File: config.mk
export PLATFORM = sky130hd
export DESIGN_NAME = pbs_cfg_regs
export DESIGN_NICKNAME = d
export VERILOG_FILES = /design/src/hw/rtl/pbs_pkg.sv /design/src/hw/rtl/pbs_cfg_regs.sv
export SDC_FILE = /design/constraint.sdc
export NUM_CORES = 1
export LEC_CHECK = 0
export ABC_AREA = 1
export BUFFER_PORTS_ARGS = -buffer_cell sky130_fd_sc_hd__buf_4
export CORE_ASPECT_RATIO = 2
export CORE_MARGIN = 2
export CORE_UTILIZATION = 35
export CTS_CLUSTER_DIAMETER = 80
export CTS_CLUSTER_SIZE = 10
export DETAILED_ROUTE_END_ITERATION = 6
export GPL_TIMING_DRIVEN = 0
export PLACE_DENSITY = 0.58
export SLEW_MARGIN = 5
export SYNTH_ARGS = -nofsm -noshare
export SYNTH_HDL_FRONTEND = slang
export SYNTH_SLANG_ARGS = --single-unit
File: constraint.sdc
create_clock -name clk_i -period 1.1 [get_ports clk_i]
set_clock_uncertainty 0.2 [all_clocks]
set_input_delay 0.22 -clock clk_i [delete_from_list [all_inputs] [get_ports clk_i]]
set_output_delay 0.22 -clock clk_i [all_outputs]
set_load 0.02 [all_outputs]
File: src/hw/rtl/pbs_pkg.sv
// Types, register codes and fixed-point helpers shared by the particle bounce step block.
package pbs_pkg;

  typedef enum logic [2:0] {
    REG_GRAVITY = 3'd0,
    REG_DRAG    = 3'd1,
    REG_GROUND  = 3'd2,
    REG_SPAN    = 3'd3,
    REG_RADIUS  = 3'd4,
    REG_LIMIT   = 3'd5
  } cfg_idx_e;

  localparam int unsigned CfgIdxW  = 3;
  localparam int unsigned CfgDataW = 16;

  localparam logic signed [15:0] GravityRst = 16'sd128;
  localparam logic [8:0]         DragRst    = 9'd251;
  localparam logic [14:0]        GroundRst  = 15'd6400;
  localparam logic [14:0]        SpanRst    = 15'd10240;
  localparam logic [11:0]        RadiusRst  = 12'd80;
  localparam logic [7:0]         LimitRst   = 8'd60;

  localparam logic [9:0] HueWrap  = 10'd360;
  localparam logic [7:0] StillMax = 8'hff;

  typedef struct packed {
    logic signed [15:0] gravity_step;
    logic [8:0]         drag_factor;
    logic [14:0]        ground_level;
    logic [14:0]        screen_span;
    logic [11:0]        ball_radius;
    logic [7:0]         still_limit;
  } pbs_cfg_t;

  typedef struct packed {
    logic signed [15:0] pos_x;
    logic signed [15:0] pos_y;
    logic signed [15:0] vel_x;
    logic signed [15:0] vel_y;
    logic [7:0]         still_frames;
    logic [8:0]         hue_angle;
    logic               alive;
    logic [2:0]         bounce_rand;
  } pbs_in_t;

  typedef struct packed {
    logic signed [15:0] new_pos_x;
    logic signed [15:0] new_pos_y;
    logic signed [15:0] new_vel_x;
    logic signed [15:0] new_vel_y;
    logic [7:0]         new_still_frames;
    logic [8:0]         new_hue_angle;
    logic               new_alive;
  } pbs_out_t;

  function automatic logic signed [15:0] sat16(input logic signed [17:0] v);
    logic signed [15:0] r;
    if (v > 18'sd32767) begin
      r = 16'sh7fff;
    end else if (v < -18'sd32768) begin
      r = 16'sh8000;
    end else begin
      r = v[15:0];
    end
    return r;
  endfunction

  // v / 16 rounded toward zero
  function automatic logic signed [12:0] tdiv16(input logic signed [15:0] v);
    logic signed [16:0] t;
    t = {v[15], v} + (v[15] ? 17'sd15 : 17'sd0);
    return t[16:4];
  endfunction

  // p / 256 rounded toward zero
  function automatic logic signed [17:0] tdiv256(input logic signed [25:0] p);
    logic signed [25:0] t;
    t = p + (p[25] ? 26'sd255 : 26'sd0);
    return t[25:8];
  endfunction

  function automatic logic signed [15:0] satneg(input logic signed [15:0] v);
    return (v == 16'sh8000) ? 16'sh7fff : -v;
  endfunction

  // true when v / 256 truncates to zero
  function automatic logic near_zero(input logic signed [15:0] v);
    return (v >= -16'sd255) && (v <= 16'sd255);
  endfunction

  // round((2 + r) * 256 / 10), Q0.8
  function automatic logic [7:0] bounce_damp(input logic [2:0] r);
    logic [7:0] d;
    unique case (r)
      3'd0: d = 8'd51;
      3'd1: d = 8'd77;
      3'd2: d = 8'd102;
      3'd3: d = 8'd128;
      3'd4: d = 8'd154;
      3'd5: d = 8'd179;
      3'd6: d = 8'd205;
      default: d = 8'd230;
    endcase
    return d;
  endfunction

endpackage

File: src/hw/rtl/pbs_cfg_regs.sv
// Configuration register file with reset values and indexed writes.
module pbs_cfg_regs import pbs_pkg::*; (
  input  logic                clk_i,
  input  logic                rst_ni,
  input  logic                cfg_we_i,
  input  logic [CfgIdxW-1:0]  cfg_idx_i,
  input  logic [CfgDataW-1:0] cfg_data_i,
  output pbs_cfg_t            cfg_o
);

  pbs_cfg_t cfg_q;

  always_ff @(posedge clk_i or negedge rst_ni) begin
    if (!rst_ni) begin
      cfg_q.gravity_step <= GravityRst;
      cfg_q.drag_factor  <= DragRst;
      cfg_q.ground_level <= GroundRst;
      cfg_q.screen_span  <= SpanRst;
      cfg_q.ball_radius  <= RadiusRst;
      cfg_q.still_limit  <= LimitRst;
    end else if (cfg_we_i) begin
      unique case (cfg_idx_e'(cfg_idx_i))
        REG_GRAVITY: cfg_q.gravity_step <= $signed(cfg_data_i);
        REG_DRAG:    cfg_q.drag_factor  <= cfg_data_i[8:0];
        REG_GROUND:  cfg_q.ground_level <= cfg_data_i[14:0];
        REG_SPAN:    cfg_q.screen_span  <= cfg_data_i[14:0];
        REG_RADIUS:  cfg_q.ball_radius  <= cfg_data_i[11:0];
        REG_LIMIT:   cfg_q.still_limit  <= cfg_data_i[7:0];
        default: ;
      endcase
    end
  end

  assign cfg_o = cfg_q;

endmodule

==> results of run 1 <==
-- cells by family (layout without fill, tap and decap cells) --
family,Yosys count,after routing
and+or+nand+nor,241,241
DFF,75,75
buffers and inverters,21,190
-- final timing paths --
kind	end	slack, ns	startpoint
worst min register to register	cfg_o[12]	0.27	cfg_o[12]
min in group clk_i	cfg_o[36]	0.05	cfg_idx_i[0]
max in group asynchronous	cfg_o[28]	0.24	rst_ni
worst min-delay path	cfg_o[22]	-0.18	rst_ni
worst max-delay path	cfg_o[54]	-0.32	cfg_o[54]
worst max register to register	cfg_o[69]	0.02	cfg_o[69]
-- metrics by stage --
step	setup TNS, ns	instance area [um^2]	hold slack, ns	instances
4_1_cts	-16.68	4790	-0.123	583
3_5_place_dp	-26.79	3900	0.232	533
2_1_floorplan	-0.0602	3050	-0.276	337
3_3_place_gp	-23.83	3900	0.218	533
5_1_grt	-17.67	4970	-0.0943	606
6_report	-15.99	4970	-0.179	606
-- synth_stat cells (all sizes together) --
| master | n |
|---|---|
| clkbuf | 1 |
| nor2 | 6 |
| inv | 6 |
| nand2 | 183 |
| dfrtp | 56 |
| dfstp | 19 |
| buf | 14 |
| nand3 | 52 |
-- per-layer routing --
layer,share of wire (%),vias to the layer above
li1,-,1386
met4,2.1,0
met2,56,89
met3,4.0,15
met5,0,-
met1,37,1347
-- cell type report --
type | instances | area [um^2]
inverter | 6 | 30.0
clock buffer | 15 | 288
sequential | 75 | 1900
clock inverter | 1 | 30.0
multi-input combinational | 241 | 1020
timing repair buffer | 153 | 1470
tap | 100 | 125
fill | 789 | 3560
buffer | 15 | 106
-- timing repair --
item,4_1_cts,5_1_grt
setup buffers,18,23
endpoints found under the setup margin,75,94
resized for setup,75,3
pin swaps,0,1
hold endpoints to repair,118,56
-- cells in the final DEF, fill, tap and decap left out, drive strengths merged --
master	Yosys	layout
buf	14	151
bufinv	0	1
clkbuf	1	16
dfrtp	56	56
dfstp	19	19
dlygate4sd3	0	16
inv	6	6
nand2	183	183
nand3	52	52
nor2	6	6
-- power by group through the flow --
stage	logic [mW]	registers [mW]	clock network (mW)
2_1_floorplan	0.513	4.34	0
3_3_place_gp	2.30	3.72	0
3_5_place_dp	2.33	3.73	0
4_1_cts	2.88	3.79	3.13
5_1_grt	3.31	3.84	3.24
6_report	3.09	3.79	3.08
==> metrics.md, run 1 <==
| Metric | Value |
|---|---|
| Maxcap violations | 0 |
| Largest family of logic cells by synthesized area | simple AND/OR/NAND/NOR gates |
| Worst path top cell family by delay | flip-flops |
| Post-route setup slack | -0.316 ns |
| CTS sink cnt | 75 |
| Initial antenna violation count | 0 |
| Smallest hold slack | -0.179 ns |
| Synth top area share | 46.3% |
| GRT overflow | 0 |
| DIE WIDTH | 69.7 um |
| Clock slew at reported path FFs | 0.06 ns |
| Grt met2 use | 35.7% |
| F_max | 0.706 GHz |
| Nets | 523 |
| Seq cells post-synth | 75 |
| Sequential fraction of the synthesis area | 62.8% |
| Vias | 2837 |
| Grt met3 use | 4.54% |
| Worst Path Max Fanout | 2 |
| Period Utilization, post-route | 129% |
| Final min period | 1.42 ns |
| Yosys warns | 0 |
| DRC | 0 |
| Max rail drop VDD | 0.990 mV |
| Combinational power share | 31.0% |
| Area grow syn2layout | 64.3% |
| Detailed Place HPWL | 6210 um |
| Routed WL per cell | 15.4 um |
| Share of layout cells above drive strength 1 | 39.7% |
| Htree depth | 3 |
| Global-route layer with the greatest usage | met2 |
| Hold_buf cts | 16 |
| Pwr Total | 9.97 mW |
| Largest net degree at the start of global routing | 76 |
| Mux cell area share after synthesis | 0% |
| Power per cell area | 2010 mW/mm^2 |
| First-iteration detailed-routing DRC count | 236 |
| Global-route wire length before repair | 14100 um |
| GPL Wtd Cong | 0.795 |
| Simple-gate portion of the synthesized area | 33.6% |
| Hold Fails Final Rpt | 56 |
| Number of flip-flops in the largest register | 75 |
| Failing checks | negative hold slack, negative setup slack |
| Crit path kind | flop to output port |
| Hold WC Path Type | input pin to async pin |
| Num CTS Buffers | 9 |
| # IOs | 97 |
| Crit end category | output port |
| Synth Cell Area | 0.00302 mm^2 |
| Syn_area_per_cell | 8.97 um^2 |
| Total iterations of the first detailed-routing run | 4 |
| DRT Wirelength | 9340 um |
| Startpoint types | flop |
| Synth Area in Compound Gates | 0% |
| Worst-Margin Slew | 0.966 ns |
| PortBufs | 96 |
| Xor-xnor portion of the synthesized cell area | 0% |
| Delay of the slowest critical-path stage | 0.55 ns |
| GR met1 Demand/Resource | 22.2% |
| Cell accounting for the most synthesized area | dfrtp_1 |
| Synth area leaders | dfrtp_1, nand2_1, dfstp_2 |
| Area share of fa/ha/maj cells after synthesis | 0% |
| Starting Density | 35.5% |
| Root buf cell | clkbuf_16 |
| Vias in the first global route | 2678 |
| Synth Instances | 337 |
| Die Ht | 135 um |
| CP max-delay cell | dfstp_2 |
| Core ar. | 0.00853 mm^2 |
| Crit path cell chain | buf_6 |
| Die area | 0.00945 mm^2 |
| Status | finished with violations |
| CTS tree | yes |
| Gr usage total | 19.7% |
| Relative slew slack | 35.6% |
| WP data required | 0.68 ns |
| Final setup fails | 75 |
| Max-slew violation count | 0 |
| Synth Net Count | 359 |
| Net Sw Power | 2.96 mW |
| DR vias/cell | 4.68 |
| Distinct cell type count after synthesis | 14 |
| Worst path bufs/invs | 1 |
| Worst skew pair latency | 0.33 ns |
| Clock Path Buffers | 2 |
| Pint | 7.00 mW |
| ANT cells | 0 |
| R2R depth | 4 |
| Final Util | 58.2% |
| Net Sw Frac | 29.8% |
| Worst slack, placed | -0.307 ns |
| Final antenna-violating net count | 0 |
| Clock group share of total power | 30.9% |
| Sequential power share | 38.1% |
| Crit path DAT | 1.00 ns |
| Worst path depth | 1 |
| RSZ-0062 raised after global routing | true |
| FP Rows | 48 |
| Lkg Pwr | 2.66 nW |
Power figures use the tool's default switching activity.
==> inputs of run 2 (changes only) <==
==> constraint.sdc (replaced) <==
create_clock -name clk_i -period 1.6 [get_ports clk_i]
set_clock_uncertainty 0.2 [all_clocks]
set_input_delay 0.32 -clock clk_i [delete_from_list [all_inputs] [get_ports clk_i]]
set_output_delay 0.32 -clock clk_i [all_outputs]
set_load 0.02 [all_outputs]
==> run 2 against run 1 <==
  * The run now ends clean
  * Combinational power decreased by 49%
  * Critical path type unchanged
  * Sequential power decreased by 33%
  * Largest cell class unchanged
  * Critical endpoint is now cfg_o[55]
  * Largest power group unchanged
  * Sequential share of layout area increased by 6.9 points
  * Setup slack improved by 0.38 ns
==> metrics.md, run 2 (synthesized netlist as in run 1, its figures left out) <==
| Metric | Value |
|---|---|
| Crit path cell chain | buf_4 |
| FP Rows | 48 |
| Worst Path Max Fanout | 2 |
| Delay of the slowest critical-path stage | 0.54 ns |
| DR vias/cell | 4.70 |
| Final antenna-violating net count | 0 |
| CP max-delay cell | dfstp_2 |
| Max rail drop VDD | 0.739 mV |
| # Post-CTS Setup Buffers | 0 |
| DRC | 0 |
| # IOs | 97 |
| Worst path bufs/invs | 1 |
| CTS sink cnt | 75 |
| Worst-Margin Slew | 0.704 ns |
| Vias in the first global route | 2566 |
| Hold WC Path Type | input pin to flop |
| Final min period | 1.53 ns |
| First-iteration detailed-routing DRC count | 211 |
| TNS Setup | 0 ns |
| Detailed Place HPWL | 6300 um |
| Total iterations of the first detailed-routing run | 4 |
| Num CTS Buffers | 9 |
| DIE WIDTH | 69.7 um |
| Crit path kind | flop to output port |
| Number of flip-flops in the largest register | 75 |
| Share of layout cells above drive strength 1 | 34.8% |
| Crit path DAT | 1.01 ns |
| Area grow syn2layout | 39.0% |
| RSZ-0062 raised after global routing | false |
| Final setup fails | 0 |
| Fin cells | 551 |
| Htree depth | 3 |
| Crit end category | output port |
| Clock Path Buffers | 2 |
| Final instance area | 0.00420 mm^2 |
| Relative slew slack | 53.1% |
| Period Utilization, post-route | 95.8% |
| Dpl cell area | 0.00387 mm^2 |
| Status | finished, final reports clean |
| DRT Wirelength | 8640 um |
| Die area | 0.00945 mm^2 |
| Starting Density | 35.5% |
| Maxcap violations | 0 |
| Nets | 468 |
| Lkg Pwr | 2.30 nW |
| Largest net degree at the start of global routing | 76 |
| Clock slew at reported path FFs | 0.06 ns |
| Power per cell area | 1490 mW/mm^2 |
| Initial antenna violation count | 0 |
| Placed cell count | 533 |
| Root buf cell | clkbuf_16 |
| GRT overflow | 0 |
| ANT cells | 0 |
| GPL Wtd Cong | 0.790 |
| Hold Fails Final Rpt | 0 |
| Gr usage total | 19.2% |
| Startpoint types | flop |
| F_max | 0.653 GHz |
| PortBufs | 96 |
| Global-route wire length before repair | 13700 um |
| Max-slew violation count | 0 |
| Worst path top cell family by delay | flip-flops |
| Routed WL per cell | 15.7 um |
| CTS tree | yes |
| Vias | 2589 |
| Core ar. | 0.00853 mm^2 |
| Smallest hold slack | 0.0166 ns |
| Commonest non-fill, non-tap cells in the layout | nand2_1, buf_4, dfrtp_1, nand3_1, dfstp_2 |
| Die Ht | 135 um |
| WP data required | 1.08 ns |
| Pwr Total | 6.25 mW |
| Worst skew pair latency | 0.33 ns |
| Commonest non-fill, non-tap cell in the layout | nand2_1 |
## run 2: changes by cell type in the layout (fill, tap and decap cells not counted), moves of 2 or more
cell / before / now
buf_4: 67 / 100
dlygate4sd3_1: 16 / 2
buf_6: 78 / 1
clkbuf_8: 4 / 0
buf_2: 6 / 9
clkinv_2: 0 / 2
## run 2: path summary, 6_finish.rpt
| kind | startpoint | end | slack (ns) | cells after the start |
|---|---|---|---|---|
| max | cfg_o[55] | cfg_o[55] | 0.07 | 1 |
| min | cfg_data_i[12] | cfg_o[32] | 0.02 | 3 |
| max reg2reg | cfg_o[3] | cfg_o[3] | 0.69 | 2 |
| min reg2reg | cfg_o[12] | cfg_o[12] | 0.26 | 2 |
| max in group asynchronous | rst_ni | cfg_o[1] | 0.33 | 2 |
| min in group asynchronous | rst_ni | cfg_o[20] | 0.35 | 2 |
## run 2: layout make-up
class / count / area [um^2]
Multi-Input combinational cell: 241 / 1010
Clock buffer: 11 / 233
Clock inverter: 5 / 77.6
Buffer: 15 / 86.3
Sequential cell: 75 / 1900
Timing Repair Buffer: 98 / 744
Fill cell: 871 / 4320
Tap cell: 100 / 125
Inverter: 6 / 22.5
## run 2: what timing repair did
item | in CTS | in global routing
hold buffers | 2 | 0
hold endpoints to repair | 57 | 0
setup endpoints to repair | 0 | 56
resized for setup | 0 | 1
## run 2: per-stage QoR
step / worst slack (ns) / util (%)
floorplan: 0.348 / -
global placement: 0.0672 / 45.4
detailed placement: 0.0323 / 45.4
CTS: 0.0514 / 49.3
global route: 0.0367 / 49.3
finish: 0.0676 / 49.3
## run 2: routing by layer
layer  up-vias  GRT usage [%]  routed length, um
met5         -              0                  0
met1      1239           21.3               3340
met3        13           5.13                365
met4         0           7.69                154
met2        61           34.5               4780
li1       1276              -                  -
## run 2: power breakdown
part,internal [mW],switching (mW)
logic,0.643,0.936
clock network,1.36,0.777
registers,2.32,0.217
total,4.32,1.93
